## config.mk

```make
export PLATFORM = sky130hd
export DESIGN_NAME = msdp_to_json_stream_unit
export DESIGN_NICKNAME = d
export VERILOG_FILES = /design/src/sv/msdp_pkg.sv /design/src/sv/msdp_front.sv /design/src/sv/msdp_queue.sv /design/src/sv/msdp_back.sv /design/src/sv/msdp_to_json_stream_unit.sv
export SDC_FILE = /design/constraint.sdc
export NUM_CORES = 1
export LEC_CHECK = 0
export BUFFER_PORTS_ARGS = -buffer_cell sky130_fd_sc_hd__buf_2
export CORE_MARGIN = 2
export CORE_UTILIZATION = 43
export CTS_BUF_LIST = sky130_fd_sc_hd__clkbuf_16
export DETAILED_ROUTE_END_ITERATION = 10
export SLEW_MARGIN = 20
export SYNTH_ARGS = -nofsm -noshare
export SYNTH_HDL_FRONTEND = slang
export SYNTH_SLANG_ARGS = --single-unit
export TNS_END_PERCENT = 1
```

## constraint.sdc

```tcl
create_clock -name clk -period 6.4 [get_ports clk]
set_input_delay 1.28 -clock clk [delete_from_list [all_inputs] [get_ports clk]]
set_output_delay 1.28 -clock clk [all_outputs]
set_load 0.03 [all_outputs]
```

## src/sv/msdp_pkg.sv

```systemverilog
`timescale 1ns / 1ps
`default_nettype none

package msdp_pkg;

    localparam logic [7:0] IAC_CODE = 8'hFF;
    localparam logic [7:0] SB_CODE  = 8'hFA;
    localparam logic [7:0] SE_CODE  = 8'hF0;
    localparam logic [7:0] OPT_MSDP = 8'h45;
    localparam logic [7:0] OPT_GMCP = 8'hC9;

    localparam logic [2:0] MK_NONE   = 3'd0;
    localparam logic [2:0] MK_VAR    = 3'd1;
    localparam logic [2:0] MK_VAL    = 3'd2;
    localparam logic [2:0] MK_TOPEN  = 3'd3;
    localparam logic [2:0] MK_TCLOSE = 3'd4;
    localparam logic [2:0] MK_AOPEN  = 3'd5;
    localparam logic [2:0] MK_ACLOSE = 3'd6;

    localparam logic [7:0] NO_LOOK   = 8'h00;

    localparam logic [7:0] CH_LBRACE = 8'h7B;
    localparam logic [7:0] CH_RBRACE = 8'h7D;
    localparam logic [7:0] CH_LBRACK = 8'h5B;
    localparam logic [7:0] CH_RBRACK = 8'h5D;
    localparam logic [7:0] CH_COMMA  = 8'h2C;
    localparam logic [7:0] CH_COLON  = 8'h3A;
    localparam logic [7:0] CH_QUOTE  = 8'h22;
    localparam logic [7:0] CH_BSLASH = 8'h5C;

    localparam logic [3:0] HDR_LEN = 4'd9;
    localparam logic [3:0] TRL_LEN = 4'd3;

    typedef struct packed {
        logic [2:0][7:0] data;
        logic [1:0]      n;
        logic [2:0]      pm;
    } conv_t;

    typedef struct packed {
        logic            hdr;
        logic [2:0][7:0] c1_data;
        logic [1:0]      c1_n;
        logic [2:0][7:0] c2_data;
        logic [1:0]      c2_n;
        logic            trailer;
    } job_t;

    typedef struct packed {
        logic full;
        logic empty;
    } q_status_t;

    function automatic logic [7:0] hdr_byte(input logic [3:0] idx);
        logic [7:0] r;
        case (idx)
            4'd0:    r = IAC_CODE;
            4'd1:    r = SB_CODE;
            4'd2:    r = OPT_GMCP;
            4'd3:    r = 8'h4D;
            4'd4:    r = 8'h53;
            4'd5:    r = 8'h44;
            4'd6:    r = 8'h50;
            4'd7:    r = 8'h20;
            4'd8:    r = CH_LBRACE;
            default: r = 8'h00;
        endcase
        return r;
    endfunction

    function automatic logic [7:0] trl_byte(input logic [1:0] idx);
        logic [7:0] r;
        case (idx)
            2'd0:    r = CH_RBRACE;
            2'd1:    r = IAC_CODE;
            2'd2:    r = SE_CODE;
            default: r = 8'h00;
        endcase
        return r;
    endfunction

    function automatic conv_t convert(input logic [7:0] b, input logic [7:0] look,
                                      input logic [2:0] pm);
        conv_t      r;
        logic       in_str;
        logic [1:0] n;
        in_str = (pm == MK_VAR) || (pm == MK_VAL);
        r.data = '0;
        r.pm   = pm;
        n      = 2'd0;
        case (b)
            {5'd0, MK_TOPEN}:
            begin
                r.data[0] = CH_LBRACE;
                n         = 2'd1;
                r.pm      = MK_TOPEN;
            end
            {5'd0, MK_TCLOSE}:
            begin
                if (in_str)
                begin
                    r.data[n] = CH_QUOTE;
                    n         = n + 2'd1;
                end
                r.data[n] = CH_RBRACE;
                n         = n + 2'd1;
                r.pm      = MK_TCLOSE;
            end
            {5'd0, MK_AOPEN}:
            begin
                r.data[0] = CH_LBRACK;
                n         = 2'd1;
                r.pm      = MK_AOPEN;
            end
            {5'd0, MK_ACLOSE}:
            begin
                if (in_str)
                begin
                    r.data[n] = CH_QUOTE;
                    n         = n + 2'd1;
                end
                r.data[n] = CH_RBRACK;
                n         = n + 2'd1;
                r.pm      = MK_ACLOSE;
            end
            {5'd0, MK_VAR}:
            begin
                if (in_str)
                begin
                    r.data[n] = CH_QUOTE;
                    n         = n + 2'd1;
                end
                if (in_str || pm == MK_TCLOSE || pm == MK_ACLOSE)
                begin
                    r.data[n] = CH_COMMA;
                    n         = n + 2'd1;
                end
                r.data[n] = CH_QUOTE;
                n         = n + 2'd1;
                r.pm      = MK_VAR;
            end
            {5'd0, MK_VAL}:
            begin
                if (pm == MK_VAR)
                begin
                    r.data[0] = CH_QUOTE;
                    r.data[1] = CH_COLON;
                    n         = 2'd2;
                end
                if (pm == MK_VAL)
                begin
                    r.data[0] = CH_QUOTE;
                    r.data[1] = CH_COMMA;
                    n         = 2'd2;
                end
                if (look != {5'd0, MK_TOPEN} && look != {5'd0, MK_AOPEN})
                begin
                    r.data[n] = CH_QUOTE;
                    n         = n + 2'd1;
                end
                r.pm = MK_VAL;
            end
            CH_BSLASH:
            begin
                r.data[0] = CH_BSLASH;
                r.data[1] = CH_BSLASH;
                n         = 2'd2;
            end
            CH_QUOTE:
            begin
                r.data[0] = CH_BSLASH;
                r.data[1] = CH_QUOTE;
                n         = 2'd2;
            end
            default:
            begin
                r.data[0] = b;
                n         = 2'd1;
            end
        endcase
        r.n = n;
        return r;
    endfunction

endpackage

`default_nettype wire

```

## src/sv/msdp_front.sv

```systemverilog
`timescale 1ns / 1ps
`default_nettype none

module msdp_front
(
    input  wire logic          clk,
    input  wire logic          rst_n,
    input  wire logic          accept,
    input  wire logic [7:0]    data_byte,
    input  wire logic          end_of_message,
    output msdp_pkg::job_t     job,
    output logic               enq
);

    logic [7:0] held_byte_reg, held_byte_next;
    logic       held_valid_reg, held_valid_next;
    logic [1:0] pos_reg, pos_next;
    logic [2:0] pm_reg, pm_next;
    logic       stopped_reg, stopped_next;

    msdp_pkg::conv_t c1;
    msdp_pkg::conv_t c2;

    always_comb
    begin
        held_byte_next  = held_byte_reg;
        held_valid_next = held_valid_reg;
        pos_next        = pos_reg;
        pm_next         = pm_reg;
        stopped_next    = stopped_reg;
        c1              = '0;
        c2              = '0;
        job             = '0;
        if (!stopped_reg)
        begin
            if (pos_reg < 2'd2)
            begin
                pos_next = pos_reg + 2'd1;
            end
            else if (pos_reg == 2'd2)
            begin
                job.hdr  = (data_byte == msdp_pkg::OPT_MSDP);
                pos_next = 2'd3;
            end
            else
            begin
                if (held_valid_reg)
                begin
                    if (held_byte_reg == msdp_pkg::IAC_CODE && data_byte == msdp_pkg::SE_CODE)
                    begin
                        stopped_next    = 1'b1;
                        held_valid_next = 1'b0;
                    end
                    else
                    begin
                        c1      = msdp_pkg::convert(held_byte_reg, data_byte, pm_reg);
                        pm_next = c1.pm;
                    end
                end
                if (!stopped_next)
                begin
                    held_byte_next  = data_byte;
                    held_valid_next = 1'b1;
                end
            end
        end
        job.c1_data = c1.data;
        job.c1_n    = c1.n;
        if (end_of_message)
        begin
            if (held_valid_next && !stopped_next)
            begin
                c2 = msdp_pkg::convert(held_byte_next, msdp_pkg::NO_LOOK, pm_next);
            end
            job.trailer     = 1'b1;
            held_byte_next  = 8'h00;
            held_valid_next = 1'b0;
            pos_next        = 2'd0;
            pm_next         = msdp_pkg::MK_NONE;
            stopped_next    = 1'b0;
        end
        job.c2_data = c2.data;
        job.c2_n    = c2.n;
    end

    // drop words that produce no output
    assign enq = accept && (job.hdr || job.c1_n != 2'd0 || job.c2_n != 2'd0 || job.trailer);

    always_ff @(posedge clk or negedge rst_n)
    begin
        if (!rst_n)
        begin
            held_byte_reg  <= 8'h00;
            held_valid_reg <= 1'b0;
            pos_reg        <= 2'd0;
            pm_reg         <= msdp_pkg::MK_NONE;
            stopped_reg    <= 1'b0;
        end
        else if (accept)
        begin
            held_byte_reg  <= held_byte_next;
            held_valid_reg <= held_valid_next;
            pos_reg        <= pos_next;
            pm_reg         <= pm_next;
            stopped_reg    <= stopped_next;
        end
    end

endmodule

`default_nettype wire

```

## src/sv/msdp_queue.sv

```systemverilog
`timescale 1ns / 1ps
`default_nettype none

module msdp_queue
#(
    parameter int DEPTH = 4
)
(
    input  wire logic               clk,
    input  wire logic               rst_n,
    input  wire logic               enq,
    input  wire msdp_pkg::job_t     enq_job,
    input  wire logic               deq,
    output msdp_pkg::job_t          head_job,
    output msdp_pkg::q_status_t     status
);

    localparam int PTR_W = $clog2(DEPTH);
    localparam int CNT_W = $clog2(DEPTH + 1);

    msdp_pkg::job_t   slots [DEPTH];
    logic [PTR_W-1:0] wr_ptr_reg, wr_ptr_next;
    logic [PTR_W-1:0] rd_ptr_reg, rd_ptr_next;
    logic [CNT_W-1:0] count_reg, count_next;

    assign status.full  = (count_reg == CNT_W'(DEPTH));
    assign status.empty = (count_reg == '0);
    assign head_job     = slots[rd_ptr_reg];

    always_comb
    begin
        wr_ptr_next = wr_ptr_reg;
        rd_ptr_next = rd_ptr_reg;
        count_next  = count_reg;
        if (enq)
        begin
            wr_ptr_next = (wr_ptr_reg == PTR_W'(DEPTH - 1)) ? '0 : wr_ptr_reg + 1'b1;
        end
        if (deq)
        begin
            rd_ptr_next = (rd_ptr_reg == PTR_W'(DEPTH - 1)) ? '0 : rd_ptr_reg + 1'b1;
        end
        if (enq && !deq)
        begin
            count_next = count_reg + 1'b1;
        end
        else if (deq && !enq)
        begin
            count_next = count_reg - 1'b1;
        end
    end

    always_ff @(posedge clk)
    begin
        if (enq)
        begin
            slots[wr_ptr_reg] <= enq_job;
        end
    end

    always_ff @(posedge clk or negedge rst_n)
    begin
        if (!rst_n)
        begin
            wr_ptr_reg <= '0;
            rd_ptr_reg <= '0;
            count_reg  <= '0;
        end
        else
        begin
            wr_ptr_reg <= wr_ptr_next;
            rd_ptr_reg <= rd_ptr_next;
            count_reg  <= count_next;
        end
    end

endmodule

`default_nettype wire

```

## src/sv/msdp_back.sv

```systemverilog
`timescale 1ns / 1ps
`default_nettype none

module msdp_back
(
    input  wire logic              clk,
    input  wire logic              rst_n,
    input  wire msdp_pkg::job_t    head_job,
    input  wire msdp_pkg::q_status_t q_status,
    output logic                   deq,
    input  wire logic              pop,
    output logic                   empty,
    output logic [7:0]             out_byte,
    output logic                   last_of_run,
    output logic                   message_done
);

    typedef enum logic [3:0]
    {
        SEG_HDR = 4'b0001,
        SEG_C1  = 4'b0010,
        SEG_C2  = 4'b0100,
        SEG_TRL = 4'b1000
    } seg_t;

    seg_t       seg_reg, seg_next;
    logic [3:0] idx_reg, idx_next;
    logic       active_reg, active_next;
    logic       out_valid_reg, out_valid_next;
    logic [7:0] out_byte_reg;
    logic       last_reg;
    logic       done_reg;

    seg_t       cur_seg;
    logic [3:0] cur_idx;
    logic [3:0] cur_len;
    logic [7:0] cur_byte;
    logic       cur_last;
    logic       step;
    logic       c1_any;
    logic       c2_any;

    assign c1_any = (head_job.c1_n != 2'd0);
    assign c2_any = (head_job.c2_n != 2'd0);

    always_comb
    begin
        if (active_reg)
        begin
            cur_seg = seg_reg;
            cur_idx = idx_reg;
        end
        else
        begin
            cur_idx = 4'd0;
            if (head_job.hdr)
            begin
                cur_seg = SEG_HDR;
            end
            else if (c1_any)
            begin
                cur_seg = SEG_C1;
            end
            else if (c2_any)
            begin
                cur_seg = SEG_C2;
            end
            else
            begin
                cur_seg = SEG_TRL;
            end
        end

        case (cur_seg)
            SEG_HDR:
            begin
                cur_len  = msdp_pkg::HDR_LEN;
                cur_byte = msdp_pkg::hdr_byte(cur_idx);
            end
            SEG_C1:
            begin
                cur_len  = {2'b00, head_job.c1_n};
                cur_byte = head_job.c1_data[cur_idx[1:0]];
            end
            SEG_C2:
            begin
                cur_len  = {2'b00, head_job.c2_n};
                cur_byte = head_job.c2_data[cur_idx[1:0]];
            end
            SEG_TRL:
            begin
                cur_len  = msdp_pkg::TRL_LEN;
                cur_byte = msdp_pkg::trl_byte(cur_idx[1:0]);
            end
            default:
            begin
                cur_len  = 4'd0;
                cur_byte = 8'h00;
            end
        endcase

        seg_next = cur_seg;
        idx_next = cur_idx + 4'd1;
        cur_last = 1'b0;
        if (idx_next >= cur_len)
        begin
            idx_next = 4'd0;
            case (cur_seg)
                SEG_HDR:
                begin
                    if (c1_any)
                    begin
                        seg_next = SEG_C1;
                    end
                    else if (c2_any)
                    begin
                        seg_next = SEG_C2;
                    end
                    else if (head_job.trailer)
                    begin
                        seg_next = SEG_TRL;
                    end
                    else
                    begin
                        cur_last = 1'b1;
                    end
                end
                SEG_C1:
                begin
                    if (c2_any)
                    begin
                        seg_next = SEG_C2;
                    end
                    else if (head_job.trailer)
                    begin
                        seg_next = SEG_TRL;
                    end
                    else
                    begin
                        cur_last = 1'b1;
                    end
                end
                SEG_C2:
                begin
                    if (head_job.trailer)
                    begin
                        seg_next = SEG_TRL;
                    end
                    else
                    begin
                        cur_last = 1'b1;
                    end
                end
                default:
                begin
                    cur_last = 1'b1;
                end
            endcase
        end
    end

    // advance when a job waits and the output slot is free or being taken
    assign step = !q_status.empty && (!out_valid_reg || pop);
    assign deq  = step && cur_last;

    always_comb
    begin
        active_next    = active_reg;
        out_valid_next = out_valid_reg;
        if (pop && out_valid_reg)
        begin
            out_valid_next = 1'b0;
        end
        if (step)
        begin
            out_valid_next = 1'b1;
            active_next    = !cur_last;
        end
    end

    always_ff @(posedge clk)
    begin
        if (step)
        begin
            out_byte_reg <= cur_byte;
            last_reg     <= cur_last;
            done_reg     <= (cur_seg == SEG_TRL) && (cur_idx == 4'd2);
        end
    end

    always_ff @(posedge clk or negedge rst_n)
    begin
        if (!rst_n)
        begin
            seg_reg       <= SEG_HDR;
            idx_reg       <= 4'd0;
            active_reg    <= 1'b0;
            out_valid_reg <= 1'b0;
        end
        else
        begin
            active_reg    <= active_next;
            out_valid_reg <= out_valid_next;
            if (step)
            begin
                seg_reg <= seg_next;
                idx_reg <= idx_next;
            end
        end
    end

    assign empty        = !out_valid_reg;
    assign out_byte     = out_byte_reg;
    assign last_of_run  = last_reg;
    assign message_done = done_reg;

endmodule

`default_nettype wire

```

## src/sv/msdp_to_json_stream_unit.sv

```systemverilog
`timescale 1ns / 1ps
`default_nettype none

// Channel   Handshake         Word
// input     push / full       data_byte, end_of_message
// result    empty / pop       out_byte, last_of_run, message_done
//
// An input word is taken whenever push is high while the job queue has room.
// Results leave at one byte per cycle while the consumer keeps popping; a word
// produces 0 to 12 output bytes, at most 3 in steady conversion.
// The job queue (FIFO_DEPTH jobs) lets input and output stall separately.
// Reset is asynchronous and clears the parser state, queue and output slot.
module msdp_to_json_stream_unit
#(
    parameter int FIFO_DEPTH = 4
)
(
    input  wire logic       clk,
    input  wire logic       rst_n,
    input  wire logic       push,
    output logic            full,
    input  wire logic [7:0] data_byte,
    input  wire logic       end_of_message,
    output logic            empty,
    input  wire logic       pop,
    output logic [7:0]      out_byte,
    output logic            last_of_run,
    output logic            message_done
);

    msdp_pkg::job_t      fe_job;
    msdp_pkg::job_t      head_job;
    msdp_pkg::q_status_t q_status;
    logic                in_accept;
    logic                enq;
    logic                deq;

    assign full      = q_status.full;
    assign in_accept = push && !q_status.full;

    msdp_front u_front
    (
        .clk            (clk),
        .rst_n          (rst_n),
        .accept         (in_accept),
        .data_byte      (data_byte),
        .end_of_message (end_of_message),
        .job            (fe_job),
        .enq            (enq)
    );

    msdp_queue
    #(
        .DEPTH (FIFO_DEPTH)
    )
    u_queue
    (
        .clk      (clk),
        .rst_n    (rst_n),
        .enq      (enq),
        .enq_job  (fe_job),
        .deq      (deq),
        .head_job (head_job),
        .status   (q_status)
    );

    msdp_back u_back
    (
        .clk          (clk),
        .rst_n        (rst_n),
        .head_job     (head_job),
        .q_status     (q_status),
        .deq          (deq),
        .pop          (pop),
        .empty        (empty),
        .out_byte     (out_byte),
        .last_of_run  (last_of_run),
        .message_done (message_done)
    );

    a_enq_not_full: assert property (@(posedge clk) disable iff (!rst_n)
        enq |-> !q_status.full)
        else $error("job queued while queue full");

    a_deq_not_empty: assert property (@(posedge clk) disable iff (!rst_n)
        deq |-> !q_status.empty)
        else $error("job dequeued from empty queue");

    a_done_is_last: assert property (@(posedge clk) disable iff (!rst_n)
        (!empty && message_done) |-> (last_of_run && out_byte == msdp_pkg::SE_CODE))
        else $error("message end not on final SE byte");

endmodule

`default_nettype wire
```

==> summary.md, run 1 <==
| Metric | Value |
|---|---|
| Largest net degree at the start of global routing | `39` |
| Worst setup path category | `register to register` |
| Sequential share of power | `37.8%` |
| Final TNS setup | `0 ns` |
| WL/cell | `22.20 um` |
| Status | `completed` |
| Mapped Cells | `746` |
| Vert. Die Dim | `154.1 um` |
| Worst R2R Setup Slack | `1.47 ns` |
| Combinational fraction of design power | `42.5%` |
| Share of cells above drive strength 1 | `16.21%` |
| Crit Path Max Fanout | `16` |
| DRT iter0 DRCs | `564` |
| Die width | `154.1 um` |
| Netlist cell types | `83` |
| DRT antenna net count | `0` |
| Number of flops mapped to enable cells by yosys | `162` |
| Worst Setup Slack, final | `1.466 ns` |
| P_sw | `1.947 mW` |
| Initial antenna violation count | `0` |
| Final Setup Violations | `0` |
| Slew @ Worst Pin | `1.047 ns` |
| Clock Power Share | `19.7%` |
| Post-synth ARST share | `16.49%` |
| Via density | `6.213` |
| Mapped Nets | `778` |
| Peak VDD IR | `0.0001755 V` |
| Crit path capture type | `register` |
| Max-slew violations | `0` |
| Final HPWL DP | `16.10 mm` |
| Drt first pass iters | `7` |
| Syn-to-layout area delta | `8.922%` |
| Tcrit/Tclk final | `77.09%` |
| Post-synthesis sequential area ratio | `58.48%` |
| Fin cells | `1,051` |
| Worst Setup SP | `u_queue.rd_ptr_reg[0]$_DFFE_PN0P_` |
| Die ar. | `23,750 sq um` |
| CTS clk-pin slew, worst paths | `0.07 ns` |
| Largest register FFs | `152` |
| Total power draw | `4.897 mW` |
| Final clock skew | `0.01509 ns` |
| Clk buf depth | `2` |
| LEAKAGE | `3.703 nW` |
| First-pass GRT wire length | `36.87 mm` |
| IO buf count | `24` |
| Reg2reg end | `u_queue.count_reg[2]$_DFFE_PN0P_` |
| Final hold vios | `0` |
| Yosys reg bits | `194` |
| Number of fill cells | `1,931` |
| Worst Path Arrival | `5.30 ns` |
| Routed WL | `23.33 mm` |
| TritonCTS Buffers | `17` |
| RSZ-0062 raised after global routing | `no` |
| Critical Path Sink | `u_queue.count_reg[2]$_DFFE_PN0P_` |
| Layout Nets | `790` |
| Cell Pwr Density | `464.0 nW/um^2` |
| Relative slew slack | `30.04%` |
| Initial core utilization | `44.13%` |
| Post_cts resized | `0` |
| Reg2reg path depth | `17` |
| Top Ports | `25` |
| Skew-Pair Late Insertion Delay | `0.44 ns` |
| Mapped cell area | `9691 sq um` |
| Core area | `21,960 sq um` |
| Fin crit period | `4.934 ns` |
| # DRC | `0` |
| Sink Count | `194` |
| Gpl congestion | `0.9720` |
| CTS tree | `built` |
| Hold_buf cts | `0` |
| GRT overflow | `0` |
| Worst Path Required | `6.76 ns` |
| Reg2Reg Launch Point | `u_queue.rd_ptr_reg[0]$_DFFE_PN0P_` |
| Setup bufs post-CTS | `0` |
| Top FF cell, synth | `edfxtp_1` |
| Antenna cells | `0` |
| Sw frac | `39.76%` |
| Global Route Usage Sum | `20.38%` |
| Cell Int Power | `2.950 mW` |
| Number of global-route vias before repair | `6,544` |
| Ys Warns | `0` |
| Fmax | `0.2027 GHz` |
| Post-Place Cells | `1,019` |
| Hold Path Class | `register to register` |
| Root Driver | `clkbuf_16` |
| Rows | `54` |
| Critical Path Source Type | `register` |
| Syn avg cell area | `12.99 sq um` |
| Maxcap violations | `0` |
| Placement Setup Slack | `1.466 ns` |
| Vias | `6,530` |
| H-tree lvl count | `4` |
-- worst min path at each step --
stage	start	endpoint	slack, ns	depth (start not counted)
floorplan	u_queue.count_reg[2]$_DFFE_PN0P_	u_queue.count_reg[2]$_DFFE_PN0P_	0.46	1
global placement	u_queue.count_reg[2]$_DFFE_PN0P_	u_queue.count_reg[2]$_DFFE_PN0P_	0.47	1
detailed placement	u_queue.count_reg[2]$_DFFE_PN0P_	u_queue.count_reg[2]$_DFFE_PN0P_	0.48	1
CTS	u_queue.count_reg[2]$_DFFE_PN0P_	u_queue.count_reg[2]$_DFFE_PN0P_	0.50	1
global route	u_queue.count_reg[2]$_DFFE_PN0P_	u_queue.count_reg[2]$_DFFE_PN0P_	0.53	1
finish	u_queue.count_reg[2]$_DFFE_PN0P_	u_queue.count_reg[2]$_DFFE_PN0P_	0.50	1
-- per-stage QoR --
step / util (%) / hold WS [ns] / instance area, sq um
after floorplan: - / 0.4560 / 9691
after global placement: 45.68 / 0.4736 / 10030
after detailed placement: 45.68 / 0.4838 / 10030
after CTS: 48.07 / 0.5003 / 10560
after global routing: 48.07 / 0.5254 / 10560
final: 48.07 / 0.5046 / 10560
-- power groups by stage --
stage,sequential (mW),combinational (mW),clock [mW]
after floorplan,1.81,1.55,0
after global placement,1.87,2.03,0
after detailed placement,1.88,2.06,0
after CTS,1.85,2.06,0.981
after global routing,1.89,2.26,1.03
final,1.85,2.08,0.965
-- cell usage after synthesis, types with 10 or more instances --
library cell / instances / area (sq um)
a21oi_1: 44 / 220.2
a31oi_1: 16 / 100.1
and2_1: 10 / 62.56
clkbuf_1: 21 / 78.83
dfrtp_1: 31 / 775.7
edfxtp_1: 162 / 4865
ha_1: 18 / 225.2
inv_1: 25 / 93.84
mux2i_1: 11 / 110.1
mux4_2: 37 / 833.3
nand2_1: 62 / 232.7
nand3_1: 14 / 70.07
nor2_1: 44 / 165.2
nor2b_1: 10 / 62.56
nor3_1: 17 / 85.08
o21ai_0: 32 / 160.2
o22ai_1: 11 / 68.82
-- layout make-up --
type                    count  area [sq um]  share of cell area [%]
repair buffers             29         157.7                   1.494
flip-flops and latches    194          5668                   53.70
multi-input cells         488          3750                   35.53
well taps                 280         350.3                   3.319
inverters                  28         105.1                  0.9957
clock buffers              17         425.4                   4.030
clock inverters            15         98.84                  0.9365
-- cells by family (layout without fill, tap and decap cells) --
family | Yosys count | count (layout) | synth area share [%]
muxes | 54 | 54 | 10.43
AOI/OAI and AO/OA | 189 | 189 | 13.21
xor gates and xnor gates | 8 | 8 | 0.7231
adders and majority gates | 19 | 19 | 2.531
and+or+nand+nor | 218 | 218 | 11.75
DFF | 194 | 194 | 58.48
buffers and inverters | 64 | 89 | 2.879
-- placed cells by master, fill, tap and decap left out, drive strengths merged, types with 8 or more instances in the layout --
cell	count
nand2	62
o21ai	38
nor2	44
and2	10
mux2i	11
mux4	37
dfrtp	31
o22ai	11
inv	31
nor2b	10
ha	18
edfxtp	162
nand3	14
clkbuf	17
clkinv	8
a21oi	44
nor3	18
buf	29
nor4	8
a31oi	16
nand4	8
-- worst max-delay path: stages, from the launching register on --
cell and delay [ns]:
dfrtp_2 0.66, mux4_2 0.61, or2_2 0.36, nor2_1 0.13, a22oi_1 0.10, a21oi_1 0.58
a211o_1 0.18, ha_1 0.22, nand2b_1 0.14, a211o_1 0.28, a21oi_1 0.22, a211o_1 0.22
ha_1 0.22, inv_1 0.07, fa_1 0.44, xor2_1 0.18, nor2_1 0.11, xor2_1 0.14
-- layer usage --
layer	track usage, %	vias up	routed length (um)
met5	0	-	0
li1	-	2951	-
met3	4.284	59	1229
met1	27.22	3261	10280
met4	7.744	0	745
met2	32.99	259	11070
No activity file was read; power rests on OpenSTA's default activity.
==> run 2, diff against run 1 <==
clock period = 4.2 ns   (was 6.4 ns; I/O delays follow)
==> run 2 against run 1 <==
Sequential cell count unchanged. Largest cell class unchanged. Sequential power is 49% higher. Fmax increased by 23%. Power is 61% higher.
==> summary.md, run 2 (synthesis gave the netlist of run 1 again) <==
| Metric | Value |
|---|---|
| Status | `completed (unchanged)` |
| Final clock skew | `0.01057 ns (was 0.01509 ns)` |
| Worst setup path category | `register to register (unchanged)` |
| Critical path, cell by cell | `buf_12 -> mux4_2 -> nor2_4 -> nor3_4 -> o21a_1 -> a211o_1 -> ha_1 -> nand2b_1 -> a211o_1 -> a21oi_2 -> a211o_1 -> ha_2 -> inv_1 -> fa_2 -> xor2_1 -> nor2_1 -> xor2_1 (was mux4_2 -> or2_2 -> nor2_1 -> a22oi_1 -> a21oi_1 -> a211o_1 -> ha_1 -> nand2b_1 -> a211o_1 -> a21oi_1 -> a211o_1 -> ha_1 -> inv_1 -> fa_1 -> xor2_1 -> nor2_1 -> xor2_1)` |
| Rows | `54 (unchanged)` |
| LEAKAGE | `4.030 nW (was 3.703 nW)` |
| Sw frac | `39.21% (was 39.76%)` |
| Vias | `6,714 (was 6,530)` |
| Post-DP Area | `10,450 sq um (was 10,030 sq um)` |
| Crit Path Max Fanout | `5 (was 16)` |
| RSZ-0062 raised after global routing | `no (unchanged)` |
| Maxcap violations | `0 (unchanged)` |
| DRT antenna net count | `0 (unchanged)` |
| Final HPWL DP | `17.01 mm (was 16.10 mm)` |
| Design area | `11,140 sq um (was 10,560 sq um)` |
| Max-slew violations | `0 (unchanged)` |
| Via density | `6.071 (was 6.213)` |
| Largest register FFs | `152 (unchanged)` |
| Root Driver | `clkbuf_16 (unchanged)` |
| Commonest non-fill, non-tap cell in the layout | `edfxtp_1 (unchanged)` |
| Sequential share of power | `34.8% (was 37.8%)` |
| Cell mode on critical path | `a211o_1 (unchanged)` |
| Syn-to-layout area delta | `14.98% (was 8.922%)` |
| Initial antenna violation count | `0 (unchanged)` |
| Placement Setup Slack | `-0.05868 ns (was 1.466 ns)` |
| Die ar. | `23,750 sq um (unchanged)` |
| Fin crit period | `4.003 ns (was 4.934 ns)` |
| Global Route Usage Sum | `21.13% (was 20.38%)` |
| CTS tree | `built (unchanged)` |
| Vert. Die Dim | `154.1 um (unchanged)` |
| First-pass GRT wire length | `38.25 mm (was 36.87 mm)` |
| Fin cells | `1,106 (was 1,051)` |
| Critical path's top delay family | `compound AO/OA/AOI/OAI gates (unchanged)` |
| GRT overflow | `0 (unchanged)` |
| Worst R2R Setup Slack | `0.20 ns (was 1.47 ns)` |
| Crit path capture type | `register (unchanged)` |
| Largest net degree at the start of global routing | `39 (unchanged)` |
| Number of fill cells | `1,864 (was 1,931)` |
| Critical Path Source Type | `register (unchanged)` |
| Antenna cells | `0 (unchanged)` |
| Post-Place Cells | `1,067 (was 1,019)` |
| TritonCTS Buffers | `17 (unchanged)` |
| Cell Int Power | `4.805 mW (was 2.950 mW)` |
| Crit path buf inv count | `2 (was 1)` |
| Skew-Pair Late Insertion Delay | `0.43 ns (was 0.44 ns)` |
| Worst Setup Slack, final | `0.1972 ns (was 1.466 ns)` |
| Total power draw | `7.903 mW (was 4.897 mW)` |
| H-tree lvl count | `4 (unchanged)` |
| # DRC | `0 (unchanged)` |
| Hold Path Class | `input port to async pin (was register to register)` |
| Top Ports | `25 (unchanged)` |
| Core area | `21,960 sq um (unchanged)` |
| CP peak stage delay | `0.56 ns (was 0.66 ns)` |
| Worst Path Required | `4.55 ns (was 6.76 ns)` |
| Worst Path Arrival | `4.35 ns (was 5.30 ns)` |
| Tcrit/Tclk final | `95.30% (was 77.09%)` |
| Layout Nets | `845 (was 790)` |
| IO buf count | `24 (unchanged)` |
| Slew @ Worst Pin | `0.8200 ns (was 1.047 ns)` |
| Final Setup Violations | `0 (unchanged)` |
| Clock Power Share | `20.1% (was 19.7%)` |
| Number of global-route vias before repair | `6,685 (was 6,544)` |
| WL/cell | `21.88 um (was 22.20 um)` |
| Final Core Density | `50.74% (was 48.07%)` |
| Peak VDD IR | `0.0002436 V (was 0.0001755 V)` |
| Fmax | `0.2498 GHz (was 0.2027 GHz)` |
| CP max-delay cell | `mux4_2 (was dfrtp_2)` |
| Sink Count | `194 (unchanged)` |
| Die width | `154.1 um (unchanged)` |
| DRT iter0 DRCs | `600 (was 564)` |
| Cell Pwr Density | `709.3 nW/um^2 (was 464.0 nW/um^2)` |
| Initial core utilization | `44.13% (unchanged)` |
| Gpl congestion | `0.9358 (was 0.9720)` |
| CTS clk-pin slew, worst paths | `0.07 ns (about the same)` |
| Drt first pass iters | `5 (was 7)` |
| Clk buf depth | `2 (unchanged)` |
| Final hold vios | `0 (unchanged)` |
| Hold_buf cts | `0 (unchanged)` |
| Routed WL | `24.20 mm (was 23.33 mm)` |
| Most frequent cells in the layout | `162 x edfxtp_1, 62 x nand2_1, 54 x buf_4 (was 162 x edfxtp_1, 62 x nand2_1, 44 x a21oi_1, 44 x nor2_1, 37 x mux4_2)` |
| Relative slew slack | `45.33% (was 30.04%)` |
| Combinational fraction of design power | `45.2% (was 42.5%)` |
| P_sw | `3.099 mW (was 1.947 mW)` |
| Share of cells above drive strength 1 | `23.49% (was 16.21%)` |
==> run 2: cell types whose count changed in the layout (fill, tap and decap cells not counted), sizes merged <==
cell / change
inv: +1
clkinvlp: -2
buf: +55
clkinv: +1
==> run 2: final timing paths <==
path / endpoint / cells after the start / from
hold / removal: u_back.active_reg$_DFFE_PN0P_ / 1 / rst_n
hold reg to reg: u_queue.count_reg[2]$_DFFE_PN0P_ / 1 / u_queue.count_reg[2]$_DFFE_PN0P_
setup reg to reg: u_queue.count_reg[2]$_DFFE_PN0P_ / 17 / u_queue.rd_ptr_reg[0]$_DFFE_PN0P_
max in group asynchronous: u_queue.rd_ptr_reg[1]$_DFFE_PN0P_ / 1 / rst_n
min in group clk: u_queue.count_reg[2]$_DFFE_PN0P_ / 1 / u_queue.count_reg[2]$_DFFE_PN0P_
setup / recovery: u_queue.count_reg[2]$_DFFE_PN0P_ / 17 / u_queue.rd_ptr_reg[0]$_DFFE_PN0P_
==> run 2: timing repair <==
| action | in CTS | in global routing |
|---|---|---|
| buffers inserted | 4 | 3 |
| resized for setup | 1 | 12 |
| pin swaps | 2 | 9 |
| endpoints found under the setup margin | 1 | 2 |
==> run 2: layout make-up <==
cell class / count / area (sq um) / area share (%)
sequential: 194 / 5669 / 50.88
multi-input combinational: 488 / 3791 / 34.03
timing repair buffer: 84 / 636.9 / 5.716
clock buffer: 17 / 425.4 / 3.818
tap: 280 / 350.3 / 3.144
clock inverter: 15 / 163.9 / 1.471
inverter: 28 / 105.1 / 0.9433
==> run 2: power by group through the flow <==
stage / Clock [mW] / Combinational, mW / Sequential (mW)
final: 1.59 / 3.57 / 2.75
after global routing: 1.71 / 3.89 / 2.79
after CTS: 1.62 / 3.50 / 2.74
after detailed placement: 0 / 3.43 / 2.79
after global placement: 0 / 3.43 / 2.77
after floorplan: 0 / 2.37 / 2.76
==> run 2: worst register-to-register path, stage by stage, from the launching register on <==
cell	delay, ns
dfrtp_2	0.42
buf_12	0.13
mux4_2	0.56
nor2_4	0.17
nor3_4	0.06
o21a_1	0.23
a211o_1	0.28
ha_1	0.26
nand2b_1	0.14
a211o_1	0.30
a21oi_2	0.14
a211o_1	0.18
ha_2	0.21
inv_1	0.05
fa_2	0.33
xor2_1	0.17
nor2_1	0.15
xor2_1	0.16
==> run 2: through the flow <==
| step | hold slack (ns) | setup TNS [ns] |
|---|---|---|
| detailed placement | 0.4933 | -0.05868 |
| finish | 0.4971 | 0 |
| floorplan | 0.4560 | 0 |
| global placement | 0.4712 | 0 |
| global route | 0.5104 | 0 |
| CTS | 0.4992 | 0 |
==> run 2: per-layer routing <==
layer	vias up	global-route usage [%]	share of wire, %
met1	3361	29.03	44
met4	0	7.566	2.5
met5	-	0	0
met3	45	3.890	5.4
li1	3062	-	-
met2	246	33.91	48
==> run 3, diff against run 2 <==
SYNTH_HIERARCHICAL = 1   (was default)
==> run 3 against run 2 <==
Critical path depth fell by 2. Power rose by 27%. Non-clock buffer count fell by 14. Sequential power rose by 32%. Area after synthesis rose by 30%. Count of clock-buffer cells in the layout rose by 12. First-iteration DRC count rose by 50%. Highest routed layer unchanged.
==> summary.md, run 3 <==
| Metric | Value |
|---|---|
| Post-DP Area | `13,250 sq um (was 10,450 sq um)` |
| Most frequent cells after synthesis | `226 x edfxtp_1, 55 x nand2_1, 54 x mux4_2 (was 162 x edfxtp_1, 62 x nand2_1, 44 x a21oi_1, 44 x nor2_1, 37 x mux4_2)` |
| Initial core utilization | `43.73% (was 44.13%)` |
| Peak VDD IR | `0.0004098 V (was 0.0002436 V)` |
| LEAKAGE | `4.891 nW (was 4.030 nW)` |
| Worst Setup SP | `u_queue/rd_ptr_reg[0]$_DFFE_PN0P_ (was u_queue.rd_ptr_reg[0]$_DFFE_PN0P_)` |
| Syn avg cell area | `14.10 sq um (was 12.99 sq um)` |
| Mapped Cells | `890 (was 746)` |
| Layout Nets | `976 (was 845)` |
| Met3 GRT Util | `3.220% (was 3.890%)` |
| Sink Count | `258 (was 194)` |
| Crit path capture type | `register (unchanged)` |
| Initial antenna violation count | `0 (unchanged)` |
| GRT overflow | `0 (unchanged)` |
| DRT iter0 DRCs | `901 (was 600)` |
| WL/cell | `21.28 um (was 21.88 um)` |
| CTS clk-pin slew, worst paths | `0.06 ns (was 0.07 ns)` |
| Syn-to-layout area delta | `12.65% (was 14.98%)` |
| M2 GR Usage | `29.78% (was 33.91%)` |
| Largest net degree at the start of global routing | `55 (was 39)` |
| DRT antenna net count | `0 (unchanged)` |
| Clk buf depth | `3 (was 2)` |
| Gpl congestion | `0.9112 (was 0.9358)` |
| Cell Pwr Density | `708.3 nW/um^2 (was 709.3 nW/um^2)` |
| # DRC | `0 (unchanged)` |
| Most utilized layer in the global route result | `met2 (unchanged)` |
| IO buf count | `24 (unchanged)` |
| Number of flops mapped to enable cells by yosys | `226 (was 162)` |
| Share of cells above drive strength 1 | `23.00% (was 23.49%)` |
| Worst setup path category | `register to register (unchanged)` |
| Netlist cell types | `98 (was 83)` |
| Final Setup Violations | `0 (unchanged)` |
| Root Driver | `clkbuf_16 (unchanged)` |
| Reg2Reg Launch Point | `u_queue/rd_ptr_reg[0]$_DFFE_PN0P_ (was u_queue.rd_ptr_reg[0]$_DFFE_PN0P_)` |
| Worst Path Required | `4.62 ns (was 4.55 ns)` |
| Ys Warns | `6 (was 0)` |
| H-tree lvl count | `1 (was 4)` |
| TritonCTS Buffers | `29 (was 17)` |
| Final HPWL DP | `19.08 mm (was 17.01 mm)` |
| Routed WL | `28.62 mm (was 24.20 mm)` |
| Drt first pass iters | `6 (was 5)` |
| GR Util met1 | `27.31% (was 29.03%)` |
| Fmax | `0.2550 GHz (was 0.2498 GHz)` |
| Skew-Pair Late Insertion Delay | `0.54 ns (was 0.43 ns)` |
| Fin cells | `1,345 (was 1,106)` |
| Largest register FFs | `216 (was 152)` |
| Maxcap violations | `0 (unchanged)` |
| Rows | `62 (was 54)` |
| Design area | `14,140 sq um (was 11,140 sq um)` |
| Hold_buf cts | `0 (unchanged)` |
| Count leader, synth | `edfxtp_1 (unchanged)` |
| Yosys reg bits | `258 (was 194)` |
| CTS tree | `built (unchanged)` |
| Mapped cell area | `12,550 sq um (was 9691 sq um)` |
| Die width | `174.8 um (was 154.1 um)` |
| Relative slew slack | `33.73% (was 45.33%)` |
| Final hold vios | `0 (unchanged)` |
| Synth area leaders | `edfxtp_1 54%, mux4_2 9.7%, dfrtp_1 6.2% (was edfxtp_1 50%, mux4_2 8.6%, dfrtp_1 8.0%)` |
| Final Core Density | `49.26% (was 50.74%)` |
| Top Ports | `25 (unchanged)` |
| Number of global-route vias before repair | `7,825 (was 6,685)` |
| Vert. Die Dim | `174.8 um (was 154.1 um)` |
| Core area | `28,700 sq um (was 21,960 sq um)` |
| Crit Path Max Fanout | `7 (was 5)` |
| Final clock skew | `0.009980 ns (was 0.01057 ns)` |
| Commonest non-fill, non-tap cell in the layout | `edfxtp_1 (unchanged)` |
| Die ar. | `30,570 sq um (was 23,750 sq um)` |
| Slew @ Worst Pin | `0.9896 ns (was 0.8200 ns)` |
| Tcrit/Tclk final | `93.38% (was 95.30%)` |
| Most frequent cells in the layout | `226 x edfxtp_1, 55 x nand2_1, 54 x mux4_2 (was 162 x edfxtp_1, 62 x nand2_1, 54 x buf_4)` |
| Critical Path Source Type | `register (unchanged)` |
| Post-synthesis sequential area ratio | `60.46% (was 58.48%)` |
| Reg2reg path depth | `15 (was 17)` |
| Top FF cell, synth | `edfxtp_1 (unchanged)` |
| Max-slew violations | `0 (unchanged)` |
| Vias | `7,828 (was 6,714)` |
| Global Route Usage Sum | `18.95% (was 21.13%)` |
| Fin crit period | `3.922 ns (was 4.003 ns)` |
| Worst Path Arrival | `4.34 ns (was 4.35 ns)` |
| Antenna cells | `0 (unchanged)` |
| Post-synth ARST share | `12.40% (was 16.49%)` |
| First-pass GRT wire length | `44.88 mm (was 38.25 mm)` |
| Status | `completed (unchanged)` |
| Via density | `5.820 (was 6.071)` |
| RSZ-0062 raised after global routing | `no (unchanged)` |
| Top cell type's share of synthesized area | `54.07% (was 50.20%)` |
| Number of fill cells | `2,472 (was 1,864)` |
| Hold Path Class | `input port to async pin (unchanged)` |
| Yosys top cell by area | `edfxtp_1 (unchanged)` |
| Post-Place Cells | `1,292 (was 1,067)` |
-- run 3: cell types whose count changed in the layout (fill, tap and decap cells not counted), sizes merged, moves of 7 or more --
cell and change:
a21oi -10, a22oi +12, buf -14, clkbuf +12
conb +14, edfxtp +64, inv +12, mux4 +17
nand2 -7, nor2 +11
-- run 3: stage by stage --
step | setup TNS [ns] | hold slack [ns] | total power [mW] | worst slack [ns]
after global routing | 0 | 0.4924 | 10.60 | 0.001892
final | 0 | 0.4089 | 10.01 | 0.2780
after global placement | 0 | 0.4862 | 7.721 | 0.3343
after floorplan | -3.659 | 0.4565 | 6.577 | -0.02381
after detailed placement | 0 | 0.4856 | 7.748 | 0.2696
after CTS | 0 | 0.4251 | 10.05 | 0.2552
-- run 3: metal layers --
layer | vias to the layer above | part of all wire [%] | wire length (um)
met2 | 258 | 46 | 13110
met5 | - | 0 | 0
met3 | 50 | 6.3 | 1812
met4 | 0 | 2.5 | 724
met1 | 3945 | 45 | 12970
li1 | 3575 | - | -
-- run 3: power by group --
part	switching (mW)	internal [mW]
combinational	2.45	1.68
sequential	0.301	3.32
clock	0.972	1.30
-- run 3: cells by family after synthesis --
group           Yosys count  synth area share (%)
other cells               1               0.02988
flops                   258                 60.46
simple gates            230                 10.20
mux                      71                 11.16
compound gates          197                 10.94
buf+inv                  99                 4.067
fa+ha+maj                22                 2.253
xor+xnor                 12                0.8972
-- run 3: layout make-up --
class                   count  area [sq um]  area share, %
well taps                 384         480.5          3.398
flip-flops and latches    258          7594          53.71
repair buffers             70         528.0          3.734
clock inverters            22         131.4         0.9292
inverters                  36         135.1         0.9558
clock buffers              29         725.7          5.133
multi-input cells         546          4544          32.14
-- run 3: final timing paths --
path | end | slack (ns)
min | u_back/out_valid_reg$_DFFE_PN0P_ | 0.41
min reg2reg | u_queue/count_reg[2]$_DFFE_PN0P_ | 0.50
min in group clk | u_queue/count_reg[2]$_DFFE_PN0P_ | 0.50
max reg2reg | u_queue/count_reg[1]$_DFFE_PN0P_ | 0.28
max in group asynchronous | u_queue/rd_ptr_reg[0]$_DFFE_PN0P_ | 3.15
max | u_queue/count_reg[1]$_DFFE_PN0P_ | 0.28
-- run 3: worst max-delay path: stages (launching register included) --
cell and delay (ns):
dfrtp_4 0.53, buf_4 0.15, mux4_2 0.53, nor4_4 0.32, o21a_1 0.19, buf_4 0.15, a221oi_1 0.09, ha_1 0.28
o21ai_0 0.07, a21oi_1 0.20, and3_1 0.25, inv_1 0.07, ha_1 0.21, inv_1 0.08, fa_1 0.40, mux2_2 0.27
-- run 3: what timing repair did --
action	CTS	global route
gates resized for setup	0	4
setup buffers	0	2
setup endpoints to repair	0	2
